`config.mk`:
```
export PLATFORM = sky130hd
export DESIGN_NAME = tripod_gait_interpolator
export DESIGN_NICKNAME = d
export VERILOG_FILES = /design/src/rtl/tgi_pkg.sv /design/src/rtl/tgi_front.sv /design/src/rtl/tgi_back.sv /design/src/rtl/tgi_resq.sv /design/src/rtl/tripod_gait_interpolator.sv
export SDC_FILE = /design/constraint.sdc
export NUM_CORES = 2
export LEC_CHECK = 0
export BUFFER_PORTS_ARGS = -buffer_cell sky130_fd_sc_hd__buf_2
export CORE_ASPECT_RATIO = 0.75
export CORE_MARGIN = 3
export CORE_UTILIZATION = 41
export DETAILED_ROUTE_END_ITERATION = 16
export GPL_ROUTABILITY_DRIVEN = 0
export HOLD_SLACK_MARGIN = 0.15
export SYNTH_ARGS = -nofsm -noshare
export SYNTH_HDL_FRONTEND = slang
export SYNTH_SLANG_ARGS = --single-unit
```
`constraint.sdc`:
```
create_clock -name i_clk -period 13.68 [get_ports i_clk]
set_clock_uncertainty 0.1 [all_clocks]
set_input_delay 2.052 -clock i_clk [delete_from_list [all_inputs] [get_ports i_clk]]
set_output_delay 2.052 -clock i_clk [all_outputs]
set_load 0.02 [all_outputs]
```
`src/rtl/tgi_pkg.sv`:
```
// Package for the tripod gait interpolator: configuration, command and result
// word types, register indexes and the key pose function. No dependencies.
package tgi_pkg;

    localparam int LEGS = 6;

    localparam logic [8:0] PROG_ONE = 9'd256;

    localparam logic [2:0] REG_FORWARD_STEP = 3'd0;
    localparam logic [2:0] REG_SIDE_STEP    = 3'd1;
    localparam logic [2:0] REG_BODY_HEIGHT  = 3'd2;
    localparam logic [2:0] REG_LIFT_HEIGHT  = 3'd3;
    localparam logic [2:0] REG_LEG_REACH    = 3'd4;
    localparam logic [2:0] REG_LEG_SPACING  = 3'd5;
    localparam logic [2:0] REG_FRONT_TILT   = 3'd6;
    localparam logic [2:0] REG_SIDE_TILT    = 3'd7;

    typedef logic [1:0] t_phase;

    typedef enum logic [1:0] {
        POSE_NEUTRAL,
        POSE_BACK,
        POSE_LIFT,
        POSE_FWD
    } t_pose_id;

    typedef struct packed {
        logic signed [8:0] forward_step;
        logic signed [8:0] side_step;
        logic [9:0]        body_height;
        logic [8:0]        lift_height;
        logic [9:0]        leg_reach;
        logic [9:0]        leg_spacing;
        logic signed [8:0] front_tilt;
        logic signed [8:0] side_tilt;
    } t_cfg;

    typedef struct packed {
        logic [8:0] prog;
        t_phase     phase;
    } t_cmd;

    typedef struct packed {
        logic signed [13:0] x;
        logic signed [13:0] y;
        logic signed [13:0] z;
    } t_xyz;

    typedef struct packed {
        logic [2:0]         leg;
        logic signed [12:0] x;
        logic signed [12:0] y;
        logic signed [12:0] z;
        logic               last;
    } t_res;

    // emit order 0,2,4,1,3,5
    function automatic logic [2:0] leg_order(input logic [2:0] k);
        logic [2:0] leg;
        case (k)
            3'd0:    leg = 3'd0;
            3'd1:    leg = 3'd2;
            3'd2:    leg = 3'd4;
            3'd3:    leg = 3'd1;
            3'd4:    leg = 3'd3;
            default: leg = 3'd5;
        endcase
        return leg;
    endfunction

    function automatic t_xyz key_pose(input logic [2:0] leg, input t_pose_id pose,
                                      input t_cfg cfg, input logic [7:0] extra);
        logic               right;
        logic               middle;
        logic               back;
        logic signed [13:0] xb;
        logic signed [13:0] yo;
        logic signed [13:0] zb;
        logic signed [13:0] fs;
        logic signed [13:0] ss;
        logic signed [13:0] ft;
        logic signed [13:0] st;
        logic signed [13:0] lift;
        t_xyz               p;
        right  = (leg >= 3'd3);
        middle = (leg == 3'd1) || (leg == 3'd4);
        back   = (leg == 3'd0) || (leg == 3'd5);
        fs     = 14'(cfg.forward_step);
        ss     = 14'(cfg.side_step);
        ft     = 14'(cfg.front_tilt);
        st     = 14'(cfg.side_tilt);
        lift   = $signed({5'b0, cfg.lift_height});
        xb     = $signed({4'b0, cfg.leg_reach});
        if (middle) begin
            xb = xb + $signed({6'b0, extra});
        end
        if (middle) begin
            yo = '0;
        end else if (back) begin
            yo = -$signed({4'b0, cfg.leg_spacing});
        end else begin
            yo = $signed({4'b0, cfg.leg_spacing});
        end
        zb = -$signed({4'b0, cfg.body_height});
        if (!middle) begin
            zb = back ? (zb - ft) : (zb + ft);
        end
        zb = right ? (zb + st) : (zb - st);
        p.x = xb;
        p.y = yo;
        p.z = zb;
        case (pose)
            POSE_BACK: begin
                p.x = right ? (xb + ss) : (xb - ss);
                p.y = yo - fs;
            end
            POSE_LIFT: begin
                p.z = zb + lift;
            end
            POSE_FWD: begin
                p.x = right ? (xb - ss) : (xb + ss);
                p.y = yo + fs;
            end
            default: begin
            end
        endcase
        return p;
    endfunction

endpackage

```
`src/rtl/tgi_front.sv`:
```
// Front end: clamps progress, tags each word with the gait phase, advances the
// phase on full progress and buffers commands in a short queue. Uses tgi_pkg.
module tgi_front import tgi_pkg::*; #(
    parameter int CMD_DEPTH = 4
) (
    input  logic       i_clk,
    input  logic       i_rst_n,
    input  logic       i_push,
    input  logic [8:0] i_progress,
    output logic       o_full,
    output logic       o_cmd_valid,
    output t_cmd       o_cmd,
    input  logic       i_cmd_pop
);

    localparam int PW = (CMD_DEPTH > 1) ? $clog2(CMD_DEPTH) : 1;
    localparam int CW = $clog2(CMD_DEPTH + 1);

    t_cmd           r_mem [CMD_DEPTH];
    logic [PW-1:0]  r_wr;
    logic [PW-1:0]  r_rd;
    logic [CW-1:0]  r_cnt;
    t_phase         r_phase;

    logic           accept;
    logic           pop;
    logic [8:0]     prog_c;

    assign o_full      = (r_cnt == CW'(CMD_DEPTH));
    assign o_cmd_valid = (r_cnt != '0);
    assign o_cmd       = r_mem[r_rd];
    assign accept      = i_push && !o_full;
    assign pop         = i_cmd_pop && o_cmd_valid;
    assign prog_c      = (i_progress > PROG_ONE) ? PROG_ONE : i_progress;

    always_ff @(posedge i_clk) begin
        if (accept) begin
            r_mem[r_wr] <= '{prog: prog_c, phase: r_phase};
        end
    end

    always_ff @(posedge i_clk) begin
        if (!i_rst_n) begin
            r_wr    <= '0;
            r_rd    <= '0;
            r_cnt   <= '0;
            r_phase <= '0;
        end else begin
            if (accept) begin
                r_wr <= (r_wr == PW'(CMD_DEPTH - 1)) ? '0 : r_wr + 1'b1;
                if (prog_c == PROG_ONE) begin
                    r_phase <= r_phase + 1'b1;
                end
            end
            if (pop) begin
                r_rd <= (r_rd == PW'(CMD_DEPTH - 1)) ? '0 : r_rd + 1'b1;
            end
            r_cnt <= r_cnt + CW'(accept) - CW'(pop);
        end
    end

endmodule

```
`src/rtl/tgi_back.sv`:
```
// Back end: steps through the six legs of the head command, builds key poses,
// then multiplies and floors over a two stage pipeline. Uses tgi_pkg.
module tgi_back import tgi_pkg::*; #(
    parameter int RES_DEPTH       = 8,
    parameter int MID_REACH_EXTRA = 50
) (
    input  logic i_clk,
    input  logic i_rst_n,
    input  t_cfg i_cfg,
    input  logic i_cmd_valid,
    input  t_cmd i_cmd,
    output logic o_cmd_pop,
    input  logic i_res_pop,
    output logic o_res_vld,
    output t_res o_res
);

    localparam int SW = $clog2(RES_DEPTH + 1);

    logic [2:0]         r_k;
    logic [SW-1:0]      r_slots;

    logic               r_s1_vld;
    logic [2:0]         r_s1_leg;
    logic               r_s1_last;
    logic [8:0]         r_s1_prog;
    t_xyz               r_s1_a;
    t_xyz               r_s1_d;

    logic               r_s2_vld;
    logic [2:0]         r_s2_leg;
    logic               r_s2_last;
    t_xyz               r_s2_a;
    logic signed [23:0] r_s2_px;
    logic signed [23:0] r_s2_py;
    logic signed [23:0] r_s2_pz;

    logic               issue;
    logic [2:0]         leg;
    t_phase             from;
    t_xyz               pa;
    t_xyz               pb;
    logic signed [9:0]  prog_s;
    logic signed [15:0] sum_x;
    logic signed [15:0] sum_y;
    logic signed [15:0] sum_z;

    assign issue     = i_cmd_valid && (r_slots < SW'(RES_DEPTH));
    assign o_cmd_pop = issue && (r_k == 3'(LEGS - 1));
    assign leg       = leg_order(r_k);
    assign from      = (r_k < 3'd3) ? i_cmd.phase : i_cmd.phase + 2'd2;
    assign pa        = key_pose(leg, t_pose_id'(from), i_cfg, 8'(MID_REACH_EXTRA));
    assign pb        = key_pose(leg, t_pose_id'(from + 2'd1), i_cfg, 8'(MID_REACH_EXTRA));
    assign prog_s    = $signed({1'b0, r_s1_prog});

    always_ff @(posedge i_clk) begin
        if (!i_rst_n) begin
            r_k      <= '0;
            r_slots  <= '0;
            r_s1_vld <= 1'b0;
            r_s2_vld <= 1'b0;
        end else begin
            if (issue) begin
                r_k <= (r_k == 3'(LEGS - 1)) ? '0 : r_k + 1'b1;
            end
            r_slots  <= r_slots + SW'(issue) - SW'(i_res_pop);
            r_s1_vld <= issue;
            r_s2_vld <= r_s1_vld;
        end
    end

    always_ff @(posedge i_clk) begin
        r_s1_leg  <= leg;
        r_s1_last <= (r_k == 3'(LEGS - 1));
        r_s1_prog <= i_cmd.prog;
        r_s1_a    <= pa;
        r_s1_d.x  <= pb.x - pa.x;
        r_s1_d.y  <= pb.y - pa.y;
        r_s1_d.z  <= pb.z - pa.z;

        r_s2_leg  <= r_s1_leg;
        r_s2_last <= r_s1_last;
        r_s2_a    <= r_s1_a;
        r_s2_px   <= r_s1_d.x * prog_s;
        r_s2_py   <= r_s1_d.y * prog_s;
        r_s2_pz   <= r_s1_d.z * prog_s;
    end

    // arithmetic shift floors negative products
    assign sum_x = 16'(r_s2_a.x) + r_s2_px[23:8];
    assign sum_y = 16'(r_s2_a.y) + r_s2_py[23:8];
    assign sum_z = 16'(r_s2_a.z) + r_s2_pz[23:8];

    assign o_res_vld  = r_s2_vld;
    assign o_res.leg  = r_s2_leg;
    assign o_res.x    = sum_x[12:0];
    assign o_res.y    = sum_y[12:0];
    assign o_res.z    = sum_z[12:0];
    assign o_res.last = r_s2_last;

    a_slots_bound: assert property (@(posedge i_clk) disable iff (!i_rst_n)
        r_slots <= SW'(RES_DEPTH))
        else $error("result slots overcommitted");

    a_head_held: assert property (@(posedge i_clk) disable iff (!i_rst_n)
        r_k != '0 |-> i_cmd_valid)
        else $error("command left queue mid sequence");

    a_k_range: assert property (@(posedge i_clk) disable iff (!i_rst_n)
        r_k < 3'(LEGS))
        else $error("leg counter out of range");

    a_last_leg: assert property (@(posedge i_clk) disable iff (!i_rst_n)
        r_s2_vld && r_s2_last |-> r_s2_leg == 3'd5)
        else $error("last word on wrong leg");

endmodule

```
`src/rtl/tgi_resq.sv`:
```
// Result queue: holds finished leg target words until the consumer pops them.
// Uses tgi_pkg.
module tgi_resq import tgi_pkg::*; #(
    parameter int DEPTH = 8
) (
    input  logic i_clk,
    input  logic i_rst_n,
    input  logic i_wr,
    input  t_res i_data,
    input  logic i_pop,
    output logic o_empty,
    output t_res o_data
);

    localparam int PW = (DEPTH > 1) ? $clog2(DEPTH) : 1;
    localparam int CW = $clog2(DEPTH + 1);

    t_res          r_mem [DEPTH];
    logic [PW-1:0] r_wr;
    logic [PW-1:0] r_rd;
    logic [CW-1:0] r_cnt;
    logic          pop;

    assign o_empty = (r_cnt == '0);
    assign o_data  = r_mem[r_rd];
    assign pop     = i_pop && !o_empty;

    always_ff @(posedge i_clk) begin
        if (i_wr) begin
            r_mem[r_wr] <= i_data;
        end
    end

    always_ff @(posedge i_clk) begin
        if (!i_rst_n) begin
            r_wr  <= '0;
            r_rd  <= '0;
            r_cnt <= '0;
        end else begin
            if (i_wr) begin
                r_wr <= (r_wr == PW'(DEPTH - 1)) ? '0 : r_wr + 1'b1;
            end
            if (pop) begin
                r_rd <= (r_rd == PW'(DEPTH - 1)) ? '0 : r_rd + 1'b1;
            end
            r_cnt <= r_cnt + CW'(i_wr) - CW'(pop);
        end
    end

endmodule

```
`src/rtl/tripod_gait_interpolator.sv`:
```
// Tripod gait interpolator top: configuration registers, front, back, result queue.
// A progress word passes the command queue, the back end's s1 and s2 registers
// and the result queue before its first leg target shows. Throughput: one leg
// target per cycle, set by back end leg issue; bounded by result queue space.
// Reset: synchronous active low; clears queues and phase, loads register defaults.
module tripod_gait_interpolator import tgi_pkg::*; #(
    parameter int CMD_DEPTH       = 4,
    parameter int RES_DEPTH       = 8,
    parameter int MID_REACH_EXTRA = 50
) (
    input  logic              i_clk,
    input  logic              i_rst_n,
    input  logic              i_push,
    output logic              o_full,
    input  logic [8:0]        i_progress,
    output logic              o_empty,
    input  logic              i_pop,
    output logic [2:0]        o_leg_index,
    output logic signed [12:0] o_foot_x,
    output logic signed [12:0] o_foot_y,
    output logic signed [12:0] o_foot_z,
    output logic              o_last,
    input  logic              i_cfg_we,
    input  logic [2:0]        i_cfg_addr,
    input  logic [9:0]        i_cfg_wdata
);

    t_cfg r_cfg;
    logic cmd_valid;
    t_cmd cmd;
    logic cmd_pop;
    logic res_vld;
    t_res res;
    t_res head;
    logic res_pop;

    always_ff @(posedge i_clk) begin
        if (!i_rst_n) begin
            r_cfg.forward_step <= '0;
            r_cfg.side_step    <= '0;
            r_cfg.body_height  <= 10'd200;
            r_cfg.lift_height  <= 9'd100;
            r_cfg.leg_reach    <= 10'd100;
            r_cfg.leg_spacing  <= 10'd100;
            r_cfg.front_tilt   <= '0;
            r_cfg.side_tilt    <= '0;
        end else if (i_cfg_we) begin
            case (i_cfg_addr)
                REG_FORWARD_STEP: r_cfg.forward_step <= $signed(i_cfg_wdata[8:0]);
                REG_SIDE_STEP:    r_cfg.side_step    <= $signed(i_cfg_wdata[8:0]);
                REG_BODY_HEIGHT:  r_cfg.body_height  <= i_cfg_wdata;
                REG_LIFT_HEIGHT:  r_cfg.lift_height  <= i_cfg_wdata[8:0];
                REG_LEG_REACH:    r_cfg.leg_reach    <= i_cfg_wdata;
                REG_LEG_SPACING:  r_cfg.leg_spacing  <= i_cfg_wdata;
                REG_FRONT_TILT:   r_cfg.front_tilt   <= $signed(i_cfg_wdata[8:0]);
                REG_SIDE_TILT:    r_cfg.side_tilt    <= $signed(i_cfg_wdata[8:0]);
                default: begin
                end
            endcase
        end
    end

    tgi_front #(.CMD_DEPTH(CMD_DEPTH)) u_front (
        .i_clk       (i_clk),
        .i_rst_n     (i_rst_n),
        .i_push      (i_push),
        .i_progress  (i_progress),
        .o_full      (o_full),
        .o_cmd_valid (cmd_valid),
        .o_cmd       (cmd),
        .i_cmd_pop   (cmd_pop)
    );

    tgi_back #(.RES_DEPTH(RES_DEPTH), .MID_REACH_EXTRA(MID_REACH_EXTRA)) u_back (
        .i_clk       (i_clk),
        .i_rst_n     (i_rst_n),
        .i_cfg       (r_cfg),
        .i_cmd_valid (cmd_valid),
        .i_cmd       (cmd),
        .o_cmd_pop   (cmd_pop),
        .i_res_pop   (res_pop),
        .o_res_vld   (res_vld),
        .o_res       (res)
    );

    assign res_pop = i_pop && !o_empty;

    tgi_resq #(.DEPTH(RES_DEPTH)) u_resq (
        .i_clk   (i_clk),
        .i_rst_n (i_rst_n),
        .i_wr    (res_vld),
        .i_data  (res),
        .i_pop   (i_pop),
        .o_empty (o_empty),
        .o_data  (head)
    );

    assign o_leg_index = head.leg;
    assign o_foot_x    = head.x;
    assign o_foot_y    = head.y;
    assign o_foot_z    = head.z;
    assign o_last      = head.last;

endmodule
```
==> results.sh <==
export IMPL_netlist_top_cells_area="edfxtp_1, fa_1, dfxtp_1"
export IMPL_cts_root_buf="clkbuf_16"
export IMPL_pre_cts_slack_ns=6.742
export IMPL_dieWidth_um=381.4
export IMPL_drc_errors=0
export IMPL_postCtsSetupRepairBufs=0
export IMPL_crit_buf_inv=0
export IMPL_final_nets=4575
export IMPL_synth_seq_cells=672
export IMPL_cts_tree="done"
export IMPL_yosysSeqAreaShare_pct=40.00
export IMPL_clock_latency_ns=0.65
export IMPL_synth_most_common_cell="inv_1"
export IMPL_crit_required_ns=14.16
export IMPL_setup_worst_path_end_class="flop"
export IMPL_start_kind="flop"
export IMPL_cts_num_sinks=672
export IMPL_status="finished, final reports clean"
export IMPL_cts_made_buffers=70
export IMPL_worstSetupPathType="flop to flop"
export IMPL_syn_area_per_cell_um2=11.15
export IMPL_first_global_vias=27160
export IMPL_cts_clk_slew_worst_paths_ns=0.07
export IMPL_period_share_pct=51.28
export IMPL_final_setup_viol_count=0
export IMPL_drv_slew=0
export IMPL_die_h_um=287.6
export IMPL_ios=72
export IMPL_layout_drive_gt1_share_pct=10.22
export IMPL_core_area_um2=104000
export IMPL_hold_depth=0
export IMPL_syn_to_final_growth_pct=9.944
export IMPL_vias=27160
export IMPL_path_depth=26
export IMPL_cts_buffer_depth=3
export IMPL_drtIter0Drc=1786
export IMPL_fin_util_pct=45.82
export IMPL_synth_async_reset_ratio_pct=0
export IMPL_hold_class="flop to flop"
export IMPL_antenna_found_initial=3
export IMPL_critPathTopFamily="compound AO/OA/AOI/OAI gates"
export IMPL_io_buffers=71
export IMPL_cts_resized=0
export IMPL_max_cap_violations=0
export IMPL_viasPerCell=5.043
export IMPL_whs_ns=0.2255
export IMPL_multi_input_area_um2=23900
export IMPL_grt_overflow_total=0
export IMPL_drt_pass1_iterations=5
export IMPL_synth_edff_count=388
export IMPL_fill_cells=9541
export IMPL_fp_row_count=102
export IMPL_setup_ws_ns=6.665
export IMPL_path_max_fanout=12
export IMPL_grtUsageTotal_pct=17.80
export IMPL_synthDominantCellAreaShare_pct=26.88
export IMPL_grt_max_degree=104
export IMPL_routedWlPerCell_um=17.71
export IMPL_syn_nets=4534
export IMPL_worstMarginPinSlew_ns=1.180
export IMPL_dieArea_um2=109700
export IMPL_ant_nets=0
export IMPL_synth_area_um2=43350
export IMPL_cts_htree_levels=3
export IMPL_hold_viol=0
export IMPL_max_stage_delay_ns=0.75
export IMPL_fin_crit_ns=7.015
export IMPL_rr_worst_depth=26
export IMPL_detailed_place_hpwl_um=68170
export IMPL_timing_fmax_ghz=0.1426
export IMPL_worstPathArrival_ns=7.50
export IMPL_synth_cells=3886
export IMPL_grt_pass1_wl_um=154700
export IMPL_yosysTopAreaCell="edfxtp_1"
export IMPL_relSlewSlack_pct=20.71
export IMPL_rsz0062_at_grt="false"
export IMPL_yosys_warnings=0
export IMPL_initial_utilization_pct=41.67
export IMPL_crit_slowest_cell="xor2_1"
export IMPL_antenna_cells=0
export IMPL_regArea_um2=17350
export IMPL_drt_total_wl_um=95410
export IMPL_yosysUniqueCellTypes=70
export IMPL_ys_flop_type="edfxtp_1"
export IMPL_synth_top_cells_by_count="inv_1, nand2_1, edfxtp_1, ha_1, fa_1"
export IMPL_tns_ns=0
export IMPL_cts_hold_buf=0
[cell usage in the layout (no fill, tap or decap), types with 15 or more instances in the layout]
cell       count
inv_1        446
nand2_1      394
edfxtp_1     388
ha_1         320
fa_1         301
dfxtp_1      277
and2_1       263
nor2_1       172
xnor2_1      169
a21oi_1      130
mux4_2        96
o21ai_0       89
a21boi_0      80
buf_2         71
clkbuf_16     70
xor2_1        69
nor3_1        59
mux2_2        57
nor2b_1       56
nand3_1       43
a21o_1        42
mux2i_1       31
o21a_1        29
buf_4         28
nand2b_1      27
a31oi_1       24
o21bai_1      17
clkinv_2      15
[registers in the layout, summed over array words and instances (netlist names), 39 cells and up, named ones only]
signal / cells
r_cfg: 75
u_back.r_s1_a: 39
u_back.r_s1_d: 42
u_back.r_s2_a: 39
u_front.r_mem: 44
u_resq.r_mem: 344
[area by class of cell]
type / instances / area share [%]
well taps: 1404 / 3.686
multi-input cells: 2638 / 50.15
inverters: 446 / 3.513
repair buffers: 99 / 1.187
flip-flops and latches: 672 / 36.41
clock inverters: 44 / 1.111
clock buffers: 83 / 3.946
[metrics by stage]
step	cell area (µm²)	std cells
CTS	47660	5386
floorplan	43350	3886
global placement	45250	5259
finish	47660	5386
detailed placement	45250	5259
global route	47660	5386
[worst register-to-register path, cell delays in order, from the launching register on]
cell      delay, ns
dfxtp_1        0.53
nor2_1         0.13
xor2_1         0.75
nor2_1         0.12
xnor2_1        0.16
ha_1           0.34
o21ai_0        0.13
a21boi_0       0.20
o21ai_0        0.14
a21boi_0       0.42
o31ai_1        0.14
ha_1           0.38
and3_1         0.17
a221o_1        0.36
nor2_1         0.13
xnor2_1        0.19
ha_1           0.32
o311a_1        0.15
o21a_1         0.18
nor2_1         0.10
xnor2_1        0.10
mux2_2         0.27
ha_1           0.22
o41ai_1        0.59
o21ai_0        0.27
a31oi_1        0.25
xnor2_1        0.13
[worst paths after layout]
| check | start | slack [ns] | endpoint |
|---|---|---|---|
| worst max-delay path | u_back.r_k[1] | 6.67 | u_back.r_s1_d[13] |
| worst min-delay path | u_back.r_s1_a[29] | 0.23 | u_back.r_s2_a[29] |
| worst max register to register | u_back.r_k[1] | 6.67 | u_back.r_s1_d[13] |
| worst min register to register | u_back.r_s1_a[29] | 0.23 | u_back.r_s2_a[29] |
[kinds of logic (layout without fill, tap and decap cells)]
group                      count (synthesis)  in the layout  share of synthesized area [%]
DFF                                      672            672                          40.00
buffers and inverters                    576            672                          5.028
AOI/OAI and AO/OA                        505            505                          7.595
xor gates and xnor gates                 240            240                          4.910
and+or+nand+nor                         1088           1088                          12.15
muxes                                    184            184                          7.185
adders and majority gates                621            621                          23.14
[per-layer routing]
| layer | vias to the layer above | GRT usage (%) | wire length (µm) |
|---|---|---|---|
| met2 | 581 | 25.28 | 38380 |
| met5 | - | 0 | 0 |
| met1 | 13260 | 27.54 | 49310 |
| li1 | 13230 | - | - |
| met3 | 90 | 4.305 | 6346 |
| met4 | 0 | 3.203 | 1366 |
Power is left out: the tool's default activity adds up to more than one toggle a clock period on the data nets, which glitch-free logic cannot reach.
